===== src/rtl/core/pure_pursuit_steering_controller_unit_macros.svh =====
// ----------------------------------------------------------------------------
// pure pursuit steering controller assertion macros
// Same-cycle implication and next-cycle assertion helpers, empty in synthesis.
// ----------------------------------------------------------------------------
`ifndef PURE_PURSUIT_STEERING_CONTROLLER_UNIT_MACROS_SVH
`define PURE_PURSUIT_STEERING_CONTROLLER_UNIT_MACROS_SVH
`ifndef SYNTHESIS
// same-cycle implication
`define PPSC_ASSERT_IMP(label, clk, rst_n, ante, cons) \
	label: assert property (@(posedge clk) disable iff (!rst_n) (ante) |-> (cons)) \
		else $error("ppsc assertion failed");
// next-cycle implication
`define PPSC_ASSERT_NXT(label, clk, rst_n, ante, cons) \
	label: assert property (@(posedge clk) disable iff (!rst_n) (ante) |=> (cons)) \
		else $error("ppsc assertion failed");
`else
`define PPSC_ASSERT_IMP(label, clk, rst_n, ante, cons)
`define PPSC_ASSERT_NXT(label, clk, rst_n, ante, cons)
`endif
`endif


===== src/rtl/core/ppsc_pkg.sv =====
// ----------------------------------------------------------------------------
// ppsc_pkg
// Shared types, constants and tables of the pure pursuit steering controller.
// ----------------------------------------------------------------------------
`default_nettype none
package ppsc_pkg;
	localparam int MAX_WAYPOINTS_DEF = 1024;

	// cordic and angle datapath widths
	localparam int CW = 56;
	localparam int ZW = 24;
	localparam int AW = 26;
	localparam int CORDIC_LAST = 15;
	localparam int SQRT_LAST = 31;
	localparam int DIV_LAST = 31;

	localparam logic signed [AW-1:0] ANG_PI = AW'(205887);
	localparam logic signed [AW-1:0] ANG_PI_2 = AW'(102944);
	localparam logic signed [CW-1:0] CORDIC_GAIN = CW'(39797);

	// stream packing
	localparam int IN_TDATA_W = 216;
	localparam int OUT_TDATA_W = 56;
	localparam int CFG_IDX_W = 3;
	localparam int CFG_DATA_W = 32;

	typedef enum logic [CFG_IDX_W-1:0] {
		REG_LOOKAHEAD   = 3'd0,
		REG_WHEEL_BASE  = 3'd1,
		REG_RATE        = 3'd2,
		REG_COUNT       = 3'd3,
		REG_KP          = 3'd4,
		REG_KD          = 3'd5,
		REG_STEER_LIMIT = 3'd6
	} cfg_reg_t;

	typedef enum logic {
		OP_LOAD = 1'b0,
		OP_STEP = 1'b1
	} op_t;

	typedef enum logic [4:0] {
		ST_IDLE, ST_L2, ST_WRD, ST_WDIF, ST_WSQA, ST_WSQB, ST_WCMP,
		ST_SRD, ST_SPD, ST_TRD, ST_TGT, ST_KP, ST_KD, ST_KR, ST_DIV, ST_VEL,
		ST_V1GO, ST_V1WT, ST_ALPHA, ST_DA, ST_DB, ST_DS, ST_SQWT,
		ST_SINGO, ST_SINWT, ST_WBS, ST_V2GO, ST_V2WT, ST_STEER, ST_FIN
	} state_t;

	typedef struct packed {
		logic start;
		logic rotate;
	} cor_cmd_t;

	// round(atan(2^-i) * 65536)
	function automatic logic signed [ZW-1:0] atan_lut(input logic [3:0] i);
		logic signed [ZW-1:0] v;
		unique case (i)
			4'd0: v = ZW'(51472);
			4'd1: v = ZW'(30386);
			4'd2: v = ZW'(16055);
			4'd3: v = ZW'(8150);
			4'd4: v = ZW'(4091);
			4'd5: v = ZW'(2047);
			4'd6: v = ZW'(1024);
			4'd7: v = ZW'(512);
			4'd8: v = ZW'(256);
			4'd9: v = ZW'(128);
			4'd10: v = ZW'(64);
			4'd11: v = ZW'(32);
			4'd12: v = ZW'(16);
			4'd13: v = ZW'(8);
			4'd14: v = ZW'(4);
			default: v = ZW'(2);
		endcase
		return v;
	endfunction
endpackage
`default_nettype wire


===== src/rtl/core/ppsc_isqrt.sv =====
// ----------------------------------------------------------------------------
// ppsc_isqrt
// Floor square root of a 64-bit value, one result bit a cycle.
// ----------------------------------------------------------------------------
`default_nettype none
module ppsc_isqrt (
	input  logic        clk,
	input  logic        arst_n,
	input  logic        start,
	input  logic [63:0] radicand,
	output logic [31:0] root,
	output logic        done
);
	import ppsc_pkg::*;

	logic [63:0] n_q, res_q, bit_q, trial;
	logic [4:0] cnt_q;
	logic busy_q, done_q;

	assign trial = res_q + bit_q;

	// control
	always_ff @(posedge clk or negedge arst_n) begin
		if (!arst_n) begin
			busy_q <= 1'b0;
			done_q <= 1'b0;
			cnt_q  <= '0;
		end else begin
			done_q <= 1'b0;
			if (start) begin
				busy_q <= 1'b1;
				cnt_q  <= '0;
			end else if (busy_q) begin
				cnt_q <= cnt_q + 5'd1;
				if (cnt_q == 5'(SQRT_LAST)) begin
					busy_q <= 1'b0;
					done_q <= 1'b1;
				end
			end
		end
	end

	// digit recurrence
	always_ff @(posedge clk) begin
		if (start) begin
			n_q   <= radicand;
			res_q <= '0;
			bit_q <= 64'h4000_0000_0000_0000;
		end else if (busy_q) begin
			if (n_q >= trial) begin
				n_q   <= n_q - trial;
				res_q <= (res_q >> 1) + bit_q;
			end else begin
				res_q <= res_q >> 1;
			end
			bit_q <= bit_q >> 2;
		end
	end

	assign root = res_q[31:0];
	assign done = done_q;
endmodule
`default_nettype wire


===== config.mk =====
export PLATFORM = sky130hd
export DESIGN_NAME = ppsc_isqrt
export DESIGN_NICKNAME = d
export VERILOG_FILES = /design/src/rtl/core/pure_pursuit_steering_controller_unit_macros.svh /design/src/rtl/core/ppsc_pkg.sv /design/src/rtl/core/ppsc_isqrt.sv
export SDC_FILE = /design/constraint.sdc
export NUM_CORES = 1
export LEC_CHECK = 0
export BUFFER_PORTS_ARGS = -buffer_cell sky130_fd_sc_hd__buf_2
export CORE_ASPECT_RATIO = 1.25
export CORE_UTILIZATION = 39
export CTS_BUF_LIST = sky130_fd_sc_hd__clkbuf_2 sky130_fd_sc_hd__clkbuf_4 sky130_fd_sc_hd__clkbuf_8
export DETAILED_ROUTE_END_ITERATION = 10
export GPL_TIMING_DRIVEN = 0
export PLACE_DENSITY_LB_ADDON = 0.25
export SLEW_MARGIN = 20
export SYNTH_ARGS = -nofsm -noshare
export SYNTH_HDL_FRONTEND = slang
export SYNTH_SLANG_ARGS = --single-unit

===== constraint.sdc =====
create_clock -name clk -period 18.4 [get_ports clk]
set_clock_uncertainty 0.15 [all_clocks]
set_input_delay 3.68 -clock clk [delete_from_list [all_inputs] [get_ports clk]]
set_output_delay 3.68 -clock clk [all_outputs]
set_load 0.01 [all_outputs]

==> key figures <==
Layout
  – Post-route insts no fill: approximately 2600
  – Fill count: 3968
  – Area Growth Syn to Fin: 10.81%
  – Final core utilization: a little over two fifths
  – Share of cells above drive strength 1: a little under an eighth
  – Number of diodes: 0
  – Nets: around 2300

Placed design
  – Hpwl dp: between 40000 and 50000 um
  – Placed cells: 2544
  – RePlAce Congestion: between 0.9 and 1
  – Post-Place Worst Slack: about 11 ns
  – I/O Buffers: 98

Power
  – LEAKAGE: about 7.2 nW
  – Int Power: approximately 1.3 mW
  – Psw: between 1 and 1.5 mW
  – Clock share of power: 12.8%
  – Combinational power share: between 60% and 70%
  – Cell Pwr Density: approximately 150 nW/um2
  – Part of the power in registers: between 20% and 30%
  – Max VDD drop: 71.91 uV
  – Switching Share: between 40% and 50%

Critical path
  – CP max FO: 17
  – Critical path arrival: between 8 and 9 ns
  – Setup crit end kind: register
  – CP Data Required Time: 18.47 ns
  – Crit Path Category: register to register
  – Startpoint types: register

Synthesis
  – Synthesized instance count: slightly below 2000
  – Cell Area, Synth: approximately 16000 um2
  – Mapped Nets: around 2100
  – Synth Area in Adders: between 10% and 20%
  – FFs w/ async S/R, synth: under 10%
  – Netlist cell types: slightly below 100
  – Number of flops mapped to enable cells by yosys: 64
  – Most common cell in the netlist: nand2_1
  – Number of synthesized register bits: roughly 170
  – Cell taking the most area after synthesis: dfxtp_1
  – Syn_area_per_cell: 8.007 um2
  – Synth top area share: 12.35%
  – Synth Area in Compound Gates: roughly 28%
  – Top_reg_cell synth: dfxtp_1
  – Post-synthesis mux area share: under 10%
  – Sequential fraction of the synthesis area: about 26%
  – Combinational family with the most area after synthesis: compound AO/OA/AOI/OAI gates
  – Yosys warns: 0
  – Top cells by instance count after synthesis: 235 x nand2_1, 188 x nor2_1, 150 x o21ai_0
  – Top cells by area, synth: dfxtp_1 12%, edfxtp_1 12%, ha_1 11%
  – XOR/XNOR Fraction of Synth Area: roughly 9%
  – Simple logic cell fraction of the synthesized area: a little under a fifth

Timing
  – Final hold vios: 0
  – Slew headroom: roughly a fifth
  – Final Setup Violations: 0
  – Final period utilization: a little over two fifths
  – RSZ-0062 raised after global routing: false
  – Least-Margin Pin Slew: 1.185 ns
  – Post-route setup slack: between 10 and 15 ns
  – Fin Setup TNS: 0 ns
  – Achievable frequency: ~130 MHz
  – Min Hold Slack: 0.3907 ns
  – Final Slew Violations: 0
  – Shortest period the worst path allows: between 7 and 8 ns

Run
  – MaxCap Viol Count: 0

Worst hold path
  – Worst hold-check path type: register to register

Floorplan
  – Die Wd: 180.7 um
  – Chip height: roughly 230 um
  – Initial Util: between 30% and 40%
  – Core Region: 39220 um2
  – Die area: between 40000 and 50000 um2
  – Site Rows: 81
  – I/O Pins: 100

CTS
  – Max clock buf depth: 2
  – CTS root buffer: clkbuf_8
  – CTS sink count: ~170
  – TritonCTS clock tree: yes
  – TritonCTS Buffers: 17
  – Post-CTS Setup Repair Bufs: 0
  – Clock Latency Late Sink: between 0.5 and 0.6 ns
  – Cts hold-fix bufs: 0
  – Clk pin slew, worst setup/hold paths: roughly 0.11 ns
  – Htree depth: 4
  – # resized after CTS: 0

GRT
  – Gr ovfl total: 0
  – Vias in the first global route: approximately 15000
  – Met3 global-route usage: under 10%
  – Initial antenna violation count: 0
  – Met2 Track Usage GR: a little under half
  – Total track usage: between 20% and 30%
  – First-pass GRT wire length: about 84000 um
  – GR Util met1: approximately a third
  – GRT busiest layer: met2
  – Largest net degree at the start of global routing: 18

Drt
  – Wirelength per Cell: approximately 21 um
  – Vias per inst: 5.962
  – DR vias: 15360
  – # DRC: 0
  – DRT iter0 DRCs: ~1100
  – Antenna viol nets, final: 0
  – Post-Route WL: about 55000 um
  – First drt pass iteration count: 6

Outcome
  – Status: finished clean
-- layout by cell type, fill, tap and decap left out, types with 12 or more instances in the layout --
cell / netlist / final
nand2_1: 235 / 235
clkbuf_1: 85 / 85
o21ai_0: 150 / 149
nor2b_1: 12 / 12
a211oi_1: 37 / 37
nor2_1: 188 / 188
and3_1: 17 / 17
a21o_1: 56 / 56
xor2_1: 83 / 83
a221oi_1: 12 / 12
o21a_1: 17 / 17
a31oi_1: 60 / 60
inv_1: 46 / 46
ha_1: 132 / 132
a311oi_1: 20 / 20
o31ai_1: 12 / 12
nand3_1: 34 / 34
mux2i_1: 40 / 40
xnor2_1: 74 / 74
nand4_1: 40 / 40
clkbuf_8: 7 / 25
dfxtp_1: 96 / 96
o21bai_1: 39 / 39
a31o_2: 19 / 19
buf_2: 7 / 105
a21oi_1: 120 / 120
o211ai_1: 13 / 13
nor3_1: 25 / 25
edfxtp_1: 64 / 64
buf_4: 33 / 33
and2_1: 14 / 14
-- critical path: stages (launching register included) --
cell      delay (ns)
dfxtp_1         0.38
ha_1            0.36
a31oi_1         0.19
a211oi_1        0.68
a221o_1         0.32
a31o_2          0.25
a31o_2          0.24
nor2_1          0.07
o31ai_1         0.51
a21oi_1         0.26
o31ai_1         0.43
xnor2_1         0.18
ha_1            0.30
clkbuf_1        0.29
nand4_1         0.21
nor3_1          0.44
nand3_1         0.28
a211oi_1        0.27
o31ai_1         0.17
and2_1          0.20
buf_6           0.15
buf_2           0.27
o21ai_4         0.44
buf_16          0.23
buf_16          0.17
buf_16          0.16
-- layer usage --
layer  vias up  share of wire [%]
li1       7396                  -
met1      7296                 42
met2       540                 48
met3       126                5.5
met4         0                4.6
met5         -                  0
-- power groups by stage --
stage / sequential, mW / clock, mW / combinational [mW]
2_1_floorplan: 0.586 / 0 / 1.13
3_3_place_gp: 0.623 / 0 / 1.52
3_5_place_dp: 0.603 / 0 / 1.56
4_1_cts: 0.595 / 0.324 / 1.57
5_1_grt: 0.605 / 0.337 / 1.75
6_report: 0.596 / 0.321 / 1.60
-- final cells by class --
class,count,area (um2),area share [%]
Multi-Input combinational cell,1587,10600,61.43
Clock inverter,13,192.7,1.117
Tap cell,498,623.1,3.612
Timing Repair Buffer,102,600.6,3.482
Inverter,46,172.7,1.001
Buffer,144,790.8,4.584
Clock buffer,19,255.2,1.480
Sequential cell,167,4019,23.30
-- cell families after synthesis --
group | Yosys count
muxes | 43
and+or+nand+nor | 617
adders and majority gates | 133
AOI/OAI and AO/OA | 637
xor gates and xnor gates | 157
buffers and inverters | 190
DFF | 167
-- stage by stage --
| stage | total power, mW | area, um2 |
|---|---|---|
| finish | 2.514 | 17250 |
| global route | 2.695 | 17250 |
| CTS | 2.493 | 17250 |
| detailed placement | 2.166 | 16800 |
| floorplan | 1.715 | 15570 |
| global placement | 2.139 | 16680 |
-- flip-flops by register name, summed over array words and instances (netlist names) --
name,cells
bit_q,32
n_q,64
res_q,64
busy_q,1
cnt_q,5
done,1
-- worst paths after layout --
kind                            startpoint       end  slack (ns)  depth (start not counted)
worst max-delay path              res_q[2]   n_q[36]       10.45                         25
worst min register to register    res_q[0]  res_q[0]        0.39                          2
min in group asynchronous           arst_n  cnt_q[3]        2.84                          1
max in group asynchronous           arst_n  cnt_q[4]       15.11                          1
worst max register to register    res_q[2]   n_q[36]       10.45                         25
worst min-delay path              res_q[0]  res_q[0]        0.39                          2
Power figures use the tool's default switching activity.
