## config.mk

```make
export PLATFORM = sky130hd
export DESIGN_NAME = ppsc_cordic
export DESIGN_NICKNAME = d
export VERILOG_FILES = /design/src/rtl/core/pure_pursuit_steering_controller_unit_macros.svh /design/src/rtl/core/ppsc_pkg.sv /design/src/rtl/core/ppsc_cordic.sv
export SDC_FILE = /design/constraint.sdc
export NUM_CORES = 1
export LEC_CHECK = 0
export ABC_CLOCK_PERIOD_IN_PS = 14650
export BUFFER_PORTS_ARGS = -buffer_cell sky130_fd_sc_hd__buf_2
export CAP_MARGIN = 10
export CORE_MARGIN = 10
export CORE_UTILIZATION = 35
export DETAILED_ROUTE_END_ITERATION = 12
export GPL_ROUTABILITY_DRIVEN = 0
export HOLD_SLACK_MARGIN = 0.08
export PLACE_DENSITY = 0.48
export SYNTH_ARGS = -nofsm -noshare
export SYNTH_HDL_FRONTEND = slang
export SYNTH_SLANG_ARGS = --single-unit
```

## constraint.sdc

```tcl
create_clock -name clk -period 14.65 [get_ports clk]
set_input_delay 0.7325 -clock clk [delete_from_list [all_inputs] [get_ports clk]]
set_output_delay 0.7325 -clock clk [all_outputs]
set_load 0.01 [all_outputs]
```

## src/rtl/core/pure_pursuit_steering_controller_unit_macros.svh

```systemverilog
// ----------------------------------------------------------------------------
// pure pursuit steering controller assertion macros
// Same-cycle implication and next-cycle assertion helpers, empty in synthesis.
// ----------------------------------------------------------------------------
`ifndef PURE_PURSUIT_STEERING_CONTROLLER_UNIT_MACROS_SVH
`define PURE_PURSUIT_STEERING_CONTROLLER_UNIT_MACROS_SVH
`ifndef SYNTHESIS
// same-cycle implication
`define PPSC_ASSERT_IMP(label, clk, rst_n, ante, cons) \
	label: assert property (@(posedge clk) disable iff (!rst_n) (ante) |-> (cons)) \
		else $error("ppsc assertion failed");
// next-cycle implication
`define PPSC_ASSERT_NXT(label, clk, rst_n, ante, cons) \
	label: assert property (@(posedge clk) disable iff (!rst_n) (ante) |=> (cons)) \
		else $error("ppsc assertion failed");
`else
`define PPSC_ASSERT_IMP(label, clk, rst_n, ante, cons)
`define PPSC_ASSERT_NXT(label, clk, rst_n, ante, cons)
`endif
`endif

```

## src/rtl/core/ppsc_pkg.sv

```systemverilog
// ----------------------------------------------------------------------------
// ppsc_pkg
// Shared types, constants and tables of the pure pursuit steering controller.
// ----------------------------------------------------------------------------
`default_nettype none
package ppsc_pkg;
	localparam int MAX_WAYPOINTS_DEF = 1024;

	// cordic and angle datapath widths
	localparam int CW = 56;
	localparam int ZW = 24;
	localparam int AW = 26;
	localparam int CORDIC_LAST = 15;
	localparam int SQRT_LAST = 31;
	localparam int DIV_LAST = 31;

	localparam logic signed [AW-1:0] ANG_PI = AW'(205887);
	localparam logic signed [AW-1:0] ANG_PI_2 = AW'(102944);
	localparam logic signed [CW-1:0] CORDIC_GAIN = CW'(39797);

	// stream packing
	localparam int IN_TDATA_W = 216;
	localparam int OUT_TDATA_W = 56;
	localparam int CFG_IDX_W = 3;
	localparam int CFG_DATA_W = 32;

	typedef enum logic [CFG_IDX_W-1:0] {
		REG_LOOKAHEAD   = 3'd0,
		REG_WHEEL_BASE  = 3'd1,
		REG_RATE        = 3'd2,
		REG_COUNT       = 3'd3,
		REG_KP          = 3'd4,
		REG_KD          = 3'd5,
		REG_STEER_LIMIT = 3'd6
	} cfg_reg_t;

	typedef enum logic {
		OP_LOAD = 1'b0,
		OP_STEP = 1'b1
	} op_t;

	typedef enum logic [4:0] {
		ST_IDLE, ST_L2, ST_WRD, ST_WDIF, ST_WSQA, ST_WSQB, ST_WCMP,
		ST_SRD, ST_SPD, ST_TRD, ST_TGT, ST_KP, ST_KD, ST_KR, ST_DIV, ST_VEL,
		ST_V1GO, ST_V1WT, ST_ALPHA, ST_DA, ST_DB, ST_DS, ST_SQWT,
		ST_SINGO, ST_SINWT, ST_WBS, ST_V2GO, ST_V2WT, ST_STEER, ST_FIN
	} state_t;

	typedef struct packed {
		logic start;
		logic rotate;
	} cor_cmd_t;

	// round(atan(2^-i) * 65536)
	function automatic logic signed [ZW-1:0] atan_lut(input logic [3:0] i);
		logic signed [ZW-1:0] v;
		unique case (i)
			4'd0: v = ZW'(51472);
			4'd1: v = ZW'(30386);
			4'd2: v = ZW'(16055);
			4'd3: v = ZW'(8150);
			4'd4: v = ZW'(4091);
			4'd5: v = ZW'(2047);
			4'd6: v = ZW'(1024);
			4'd7: v = ZW'(512);
			4'd8: v = ZW'(256);
			4'd9: v = ZW'(128);
			4'd10: v = ZW'(64);
			4'd11: v = ZW'(32);
			4'd12: v = ZW'(16);
			4'd13: v = ZW'(8);
			4'd14: v = ZW'(4);
			default: v = ZW'(2);
		endcase
		return v;
	endfunction
endpackage
`default_nettype wire

```

## src/rtl/core/ppsc_cordic.sv

```systemverilog
// ----------------------------------------------------------------------------
// ppsc_cordic
// Shared 16-step cordic, vectoring (atan) or rotation (sin), one step a cycle.
// ----------------------------------------------------------------------------
`default_nettype none
module ppsc_cordic (
	input  logic                              clk,
	input  logic                              arst_n,
	input  ppsc_pkg::cor_cmd_t                cmd,
	input  logic signed [ppsc_pkg::CW-1:0]    x0,
	input  logic signed [ppsc_pkg::CW-1:0]    y0,
	input  logic signed [ppsc_pkg::ZW-1:0]    z0,
	output logic signed [ppsc_pkg::CW-1:0]    y,
	output logic signed [ppsc_pkg::ZW-1:0]    z,
	output logic                              done
);
	import ppsc_pkg::*;

	logic signed [CW-1:0] x_q, y_q, xs, ys;
	logic signed [ZW-1:0] z_q, t;
	logic [3:0] cnt_q;
	logic busy_q, rot_q, done_q, up;

	// micro-rotation direction and shifted terms
	always_comb begin
		xs = x_q >>> cnt_q;
		ys = y_q >>> cnt_q;
		t  = atan_lut(cnt_q);
		up = rot_q ? (z_q < 0) : (y_q > 0);
	end

	// control
	always_ff @(posedge clk or negedge arst_n) begin
		if (!arst_n) begin
			busy_q <= 1'b0;
			done_q <= 1'b0;
			cnt_q  <= '0;
			rot_q  <= 1'b0;
		end else begin
			done_q <= 1'b0;
			if (cmd.start) begin
				busy_q <= 1'b1;
				cnt_q  <= '0;
				rot_q  <= cmd.rotate;
			end else if (busy_q) begin
				cnt_q <= cnt_q + 4'd1;
				if (cnt_q == 4'(CORDIC_LAST)) begin
					busy_q <= 1'b0;
					done_q <= 1'b1;
				end
			end
		end
	end

	// datapath
	always_ff @(posedge clk) begin
		if (cmd.start) begin
			x_q <= x0;
			y_q <= y0;
			z_q <= z0;
		end else if (busy_q) begin
			if (up) begin
				x_q <= x_q + ys;
				y_q <= y_q - xs;
				z_q <= z_q + t;
			end else begin
				x_q <= x_q - ys;
				y_q <= y_q + xs;
				z_q <= z_q - t;
			end
		end
	end

	assign y = y_q;
	assign z = z_q;
	assign done = done_q;
endmodule
`default_nettype wire

```

==> flow_summary.json, run 1 <==
{
  "status": "finished, final reports clean",
  "crit_fanout": 71,
  "final_nets": 3077,
  "crit_chain": "buf_4 > inv_1 > mux4_2 > o21ai_0 > ha_1 > a21boi_1 > nand2_1 > nor2_1 > and3_1 > nand2_1 > o21ai_0 > xor2_1 > ha_1 > inv_1 > nor3_1 > a21oi_1 > o211ai_1 > nor2_1 > o311a_1 > o31ai_1 > o41ai_1 > xnor2_1 > mux2_2",
  "synth_cell_types": 98,
  "initial_utilization_pct": 35.5,
  "first_iter_violations": 2088,
  "drive_above_1_share_pct": 16.5,
  "setup_tns_ns": 0,
  "antenna_cells": 0,
  "worst_ep_arrival_time_ns": 7.72,
  "rsz0062_at_grt": "false",
  "die-area_um2": 74600,
  "ys_seq_elements": 143,
  "worst_slew_pin_slew_ns": 1.14,
  "worst_setup_path_start_kind": "register",
  "vias_per_cell": 5.85,
  "skew_ns": 0.0244,
  "insertion_delay_ns": 0.51,
  "io_pins": 221,
  "cts_buffers": 17,
  "wl_um": 81400,
  "syn2layout_area_growth_pct": 9.27,
  "synth_edf_count": 136,
  "via_count": 21300,
  "cts_sinks": 143,
  "htreeDepth": 4,
  "grt_pass1_wl_um": 124000,
  "ys_warn_count": 0,
  "synth_area_leaders": "edfxtp_1 (18%), ha_1 (8.4%), mux4_2 (7.2%)",
  "antenna_left": 0,
  "dpl.hpwl_um": 64200,
  "firstDrtPassIters": 6,
  "drc": 0,
  "min_period_ns": 7.45,
  "dp_cells": 3609,
  "grt_pass1_vias": 20500,
  "hold_class": "input port to register",
  "hold_viol": 0,
  "holdWs_ns": 0.480,
  "fp.dieW_um": 273,
  "critPathRequiredTime_ns": 14.91,
  "synth_top_area_share_pct": 18.2,
  "die_y_um": 273,
  "avgSynthCellArea_um2": 8.36,
  "synth_fp_nets": 2976,
  "timing.slew.headroom_pct": 24.2,
  "synth_ff_type": "edfxtp_1",
  "cp_slowest_cell": "dfrtp_4",
  "synth.yosys.seq_area_share_pct": 19.0,
  "grt_max_degree": 101,
  "rows": 92,
  "ctsResizeCount": 0,
  "synth_top_cell_by_area": "edfxtp_1",
  "clk_pin_slew_ns": 0.08,
  "drv_cap": 0,
  "fin_crit_sh_pct": 50.9,
  "setup_viol": 0,
  "antenna_found_initial": 0,
  "layout_commonest_cell": "nand2_1",
  "syn_inst": 2682,
  "wl_per_cell_um": 22.4,
  "grt_remaining_overflow": 0,
  "synth_area_um2": 22400,
  "max_stage_delay_ns": 0.71,
  "async_reset_ff_share_pct": 4.90,
  "cts_tree": "yes",
  "endpoint_kind": "register",
  "most-common-layout-cells": "nand2_1 (381), o21ai_0 (252), buf_2 (219), a21oi_1 (203), nor2_1 (157)",
  "instances_no_fill": 3642,
  "cts-root-buf": "clkbuf_16",
  "drv_slew": 0,
  "clockBufferDepth": 2,
  "port_buffers": 220,
  "max_freq_mhz": 134,
  "grtUsageTotal_pct": 21.2,
  "core_area_um2": 63200,
  "critPathKind": "register to register"
}
## sequential cells by signal, indices dropped and copies added, names as in the netlist
register,count
y,56
rot_q,1
done,1
z,24
cnt_q,4
x_q,56
busy_q,1
## final timing paths
| kind | startpoint | to | slack [ns] | cells after the start |
|---|---|---|---|---|
| setup / recovery | cnt_q[3] | x_q[55] | 7.20 | 23 |
| hold / removal | cmd[0] | rot_q | 0.48 | 2 |
| setup reg to reg | cnt_q[3] | x_q[55] | 7.20 | 23 |
| hold reg to reg | rot_q | rot_q | 0.69 | 1 |
| max in group asynchronous | arst_n | cnt_q[3] | 13.77 | 2 |
| min in group asynchronous | arst_n | cnt_q[1] | 0.62 | 2 |
## critical path: cells and delay by family, from the launching register on
family                     cells  cell delay, ns
AOI/OAI and AO/OA              8            2.09
xor gates and xnor gates       2            0.25
adders and majority gates      2            0.62
buffers and inverters          3            1.35
DFF                            1            0.71
muxes                          2            0.89
and+or+nand+nor                6            1.22
## logic make-up (layout without fill, tap and decap cells)
kind of cell               count (synthesis)  count (layout)  share of synthesized area, %
AOI/OAI and AO/OA                        802             802                          22.4
buffers and inverters                    222             336                          5.05
xor gates and xnor gates                 240             240                          9.38
and+or+nand+nor                          857             857                          18.0
adders and majority gates                154             154                          8.70
DFF                                      143             143                          19.0
muxes                                    264             264                          17.4
## metal layers
layer | GRT usage [%] | part of all wire (%) | vias to the layer above
met5 | 0 | 0 | -
met4 | 5.90 | 1.9 | 0
met3 | 3.42 | 6.5 | 74
met2 | 32.0 | 43 | 693
met1 | 30.6 | 48 | 10300
li1 | - | - | 10200
## cell usage after synthesis (all sizes together) (16+ instances only)
cell type	count
and2	26
ha	151
a31oi	41
clkbuf	90
o211ai	16
a21o	61
inv	60
mux2	70
nand4	33
and3	23
buf	70
mux2i	106
nand2	381
a211oi	29
nand2b	26
o21a	26
nor2	157
o21bai	36
edfxtp	136
a21oi	204
nor3	47
or2	16
nor2b	19
xor2	99
mux4	88
xnor2	141
nor4	20
o21ai	256
nand3	58
o31ai	23
## repair_timing
item | CTS | global route
hold buffers | 1 | 0
buffers inserted | 0 | 0
hold endpoints to repair | 3 | 0
## metrics by stage
stage / util (%) / cell area, µm² / worst slack (ns)
6_report: 38.8 / 24500 / 7.20
5_1_grt: 38.8 / 24500 / 6.58
4_1_cts: 38.8 / 24500 / 7.22
3_5_place_dp: 37.8 / 23900 / 7.28
3_3_place_gp: 37.8 / 23900 / 7.32
2_1_floorplan: - / 22400 / 7.86
## final cells by class
cell class / count / area [µm²]
fillers: 6554 / 38700
multi-input cells: 2317 / 17000
flip-flops and latches: 143 / 4270
repair buffers: 242 / 1280
well taps: 846 / 1060
clock buffers: 17 / 425
inverters: 62 / 233
clock inverters: 15 / 185
Power of run 1 is left out: the tool's default activity adds up to more than one toggle a clock period on the data nets, which glitch-free logic cannot reach.
==> run 2: changes to the inputs <==
ABC_AREA = 1   (was not set)
ABC_CLOCK_PERIOD_IN_PS = 6260   (was 14650)
PLACE_DENSITY = 0.5   (was 0.48)
clock period = 6.26 ns   (was 14.65 ns; I/O delays follow)
==> run 2 against run 1 <==
Net effect:
- clock skew fell by 0.0079 ns
- via count rose by 35%
- count of clock-buffer cells in the layout up 3
- fmax up 25%
- critical path depth did not move
- final area grew 14%
- synthesized cell count rose by 59%
- non-clock buffer count is 111 higher
==> flow_summary.json, run 2 <==
{
  "hold_depth": 3,
  "grt_pass1_vias": 27100,
  "min_period_ns": 5.98,
  "via_count": 28700,
  "die-area_um2": 80900,
  "drv_slew": 0,
  "synth_top_cell_by_area": "nand2_1",
  "htreeDepth": 4,
  "layout_commonest_cell": "nand2_1",
  "synth_cell_types": 55,
  "max_stage_delay_ns": 0.67,
  "grt_remaining_overflow": 0,
  "antenna_left": 0,
  "path_buf_inv": 3,
  "cp_slowest_cell": "dfrtp_4",
  "crit_cells": 23,
  "cts_buffers": 17,
  "crit_chain": "inv_4 > buf_6 > nand3_1 > nand3_2 > nand3_1 > nand2_2 > nand2_1 > nor3_2 > nand2_1 > nor2_1 > nand3_1 > xor2_1 > a21oi_1 > ha_1 > inv_1 > o21ai_0 > a21oi_1 > o21ai_0 > a221oi_2 > o221ai_1 > or2_2 > nand3_1 > nand2_1",
  "drv_cap": 0,
  "synth_top_area_share_pct": 21.2,
  "grt_max_degree": 140,
  "synth_common_cells": "nand2_1 (1385), nand3_1 (685), inv_1 (406)",
  "critPathRequiredTime_ns": 6.50,
  "synth_area_leaders": "nand2_1 (21%), edfxtp_1 (17%), nand3_1 (14%)",
  "grtUsageTotal_pct": 25.1,
  "rows": 96,
  "worst_setup_path_start_kind": "register",
  "synth_fp_nets": 4556,
  "drive_above_1_share_pct": 11.1,
  "final_core_util_pct": 40.5,
  "ys_warn_count": 0,
  "fin_crit_sh_pct": 95.5,
  "final_nets": 4784,
  "r2r_cells": 23,
  "max_freq_mhz": 167,
  "syn_inst": 4262,
  "endpoint_kind": "register",
  "worst_slew_pin_slew_ns": 0.904,
  "async_reset_ff_share_pct": 4.90,
  "io_pins": 221,
  "first_iter_violations": 2815,
  "vias_per_cell": 5.28,
  "ys_seq_elements": 143,
  "insertion_delay_ns": 0.49,
  "syn2layout_area_growth_pct": 14.1,
  "clockBufferDepth": 2,
  "setup_tns_ns": 0,
  "fp.dieW_um": 284,
  "synth_edf_count": 136,
  "core_area_um2": 68900,
  "timing.slew.headroom_pct": 39.5,
  "synth_ff_type": "edfxtp_1",
  "wl_um": 106000,
  "synth_area_um2": 24500,
  "port_buffers": 220,
  "dpl.hpwl_um": 86700,
  "critPathKind": "register to register",
  "r2r_setup_slack_ns": 0.28,
  "cts_sinks": 143,
  "setup_viol": 0,
  "grt_pass1_wl_um": 160000,
  "cts_tree": "yes",
  "worst_ep_arrival_time_ns": 6.22,
  "drc": 0,
  "crit_fanout": 36,
  "antenna_found_initial": 0,
  "most-common-layout-cells": "nand2_1 (1383), nand3_1 (685), inv_1 (406), nor2_1 (400), buf_2 (219)",
  "initial_utilization_pct": 35.5,
  "status": "finished, final reports clean",
  "crit_top_cell": "nand3_1",
  "yosys.cell_count.top_type": "nand2_1",
  "clk_pin_slew_ns": 0.07,
  "path_delay_family": "simple AND/OR/NAND/NOR gates",
  "hold_viol": 0,
  "skew_ns": 0.0165,
  "firstDrtPassIters": 7,
  "avgSynthCellArea_um2": 5.74,
  "die_y_um": 284,
  "holdWs_ns": 0.108,
  "hold_class": "input port to register",
  "antenna_cells": 0,
  "wl_per_cell_um": 19.4,
  "cts-root-buf": "clkbuf_16",
  "synth.yosys.seq_area_share_pct": 17.4
}
## run 2: cell types whose count changed after synthesis, sizes merged, moves of 36 or more
| cell | before | now |
|---|---|---|
| nand2 | 381 | 1404 |
| nand3 | 58 | 692 |
| inv | 60 | 421 |
| nor2 | 157 | 424 |
| mux2i | 106 | 0 |
| xnor2 | 141 | 39 |
| mux4 | 88 | 0 |
| mux2 | 70 | 0 |
| or2 | 16 | 78 |
| o21ai | 256 | 208 |
| a21o | 61 | 17 |
| clkbuf | 90 | 54 |
## run 2: per-stage QoR
step / cell area [µm²] / setup slack, ns / std cells
final: 27900 / 0.282 / 5434
after global routing: 27900 / -0.000349 / 5434
after CTS: 27900 / 0.256 / 5434
after detailed placement: 26800 / 0.299 / 5348
after global placement: 26800 / 0.266 / 5348
after floorplan: 24500 / 1.89 / 4262
## run 2: area by class of cell
type	count	area, µm²
clock buffer	20	457
fill	7906	41000
clock inverter	12	148
multi-input combinational	3551	17900
timing repair buffer	353	2340
inverter	424	1600
sequential	143	4270
tap	931	1160
## run 2: worst reg2reg max path, delay by kind of cell, from the launching register on
family,cells,cell delay [ns]
compound gates,6,1.77
xor+xnor,1,0.20
fa+ha+maj,1,0.32
buf+inv,3,0.70
flops,1,0.67
simple gates,12,2.08
## run 2: path summary, 6_finish.rpt
| path | start | to |
|---|---|---|
| worst max-delay path | cnt_q[1] | x_q[49] |
| worst min-delay path | y0[50] | y[50] |
| worst max register to register | cnt_q[1] | x_q[49] |
| worst min register to register | busy_q | cnt_q[2] |
| max in group asynchronous | arst_n | cnt_q[3] |
| min in group asynchronous | arst_n | cnt_q[1] |
## run 2: cells by family after synthesis
group | count (synthesis) | synth area share [%]
xor+xnor | 125 | 4.51
fa+ha+maj | 154 | 7.97
flops | 143 | 17.4
buf+inv | 568 | 9.38
simple gates | 2737 | 48.5
compound gates | 535 | 12.3
## run 2: metal layers
metal	vias to the layer above	global-route usage [%]	wire length, µm
li1	14600	-	-
met1	12900	32.5	46100
met2	993	41.4	48500
met3	133	4.99	7610
met4	0	8.06	3390
met5	-	0	0
## run 2: timing repair
item,in CTS,in global routing
setup buffers,0,0
setup endpoints to repair,0,2
resized for setup,0,3
endpoints found under the hold margin,60,0
hold buffers,54,0
Power of run 2 is left out for the same reason.
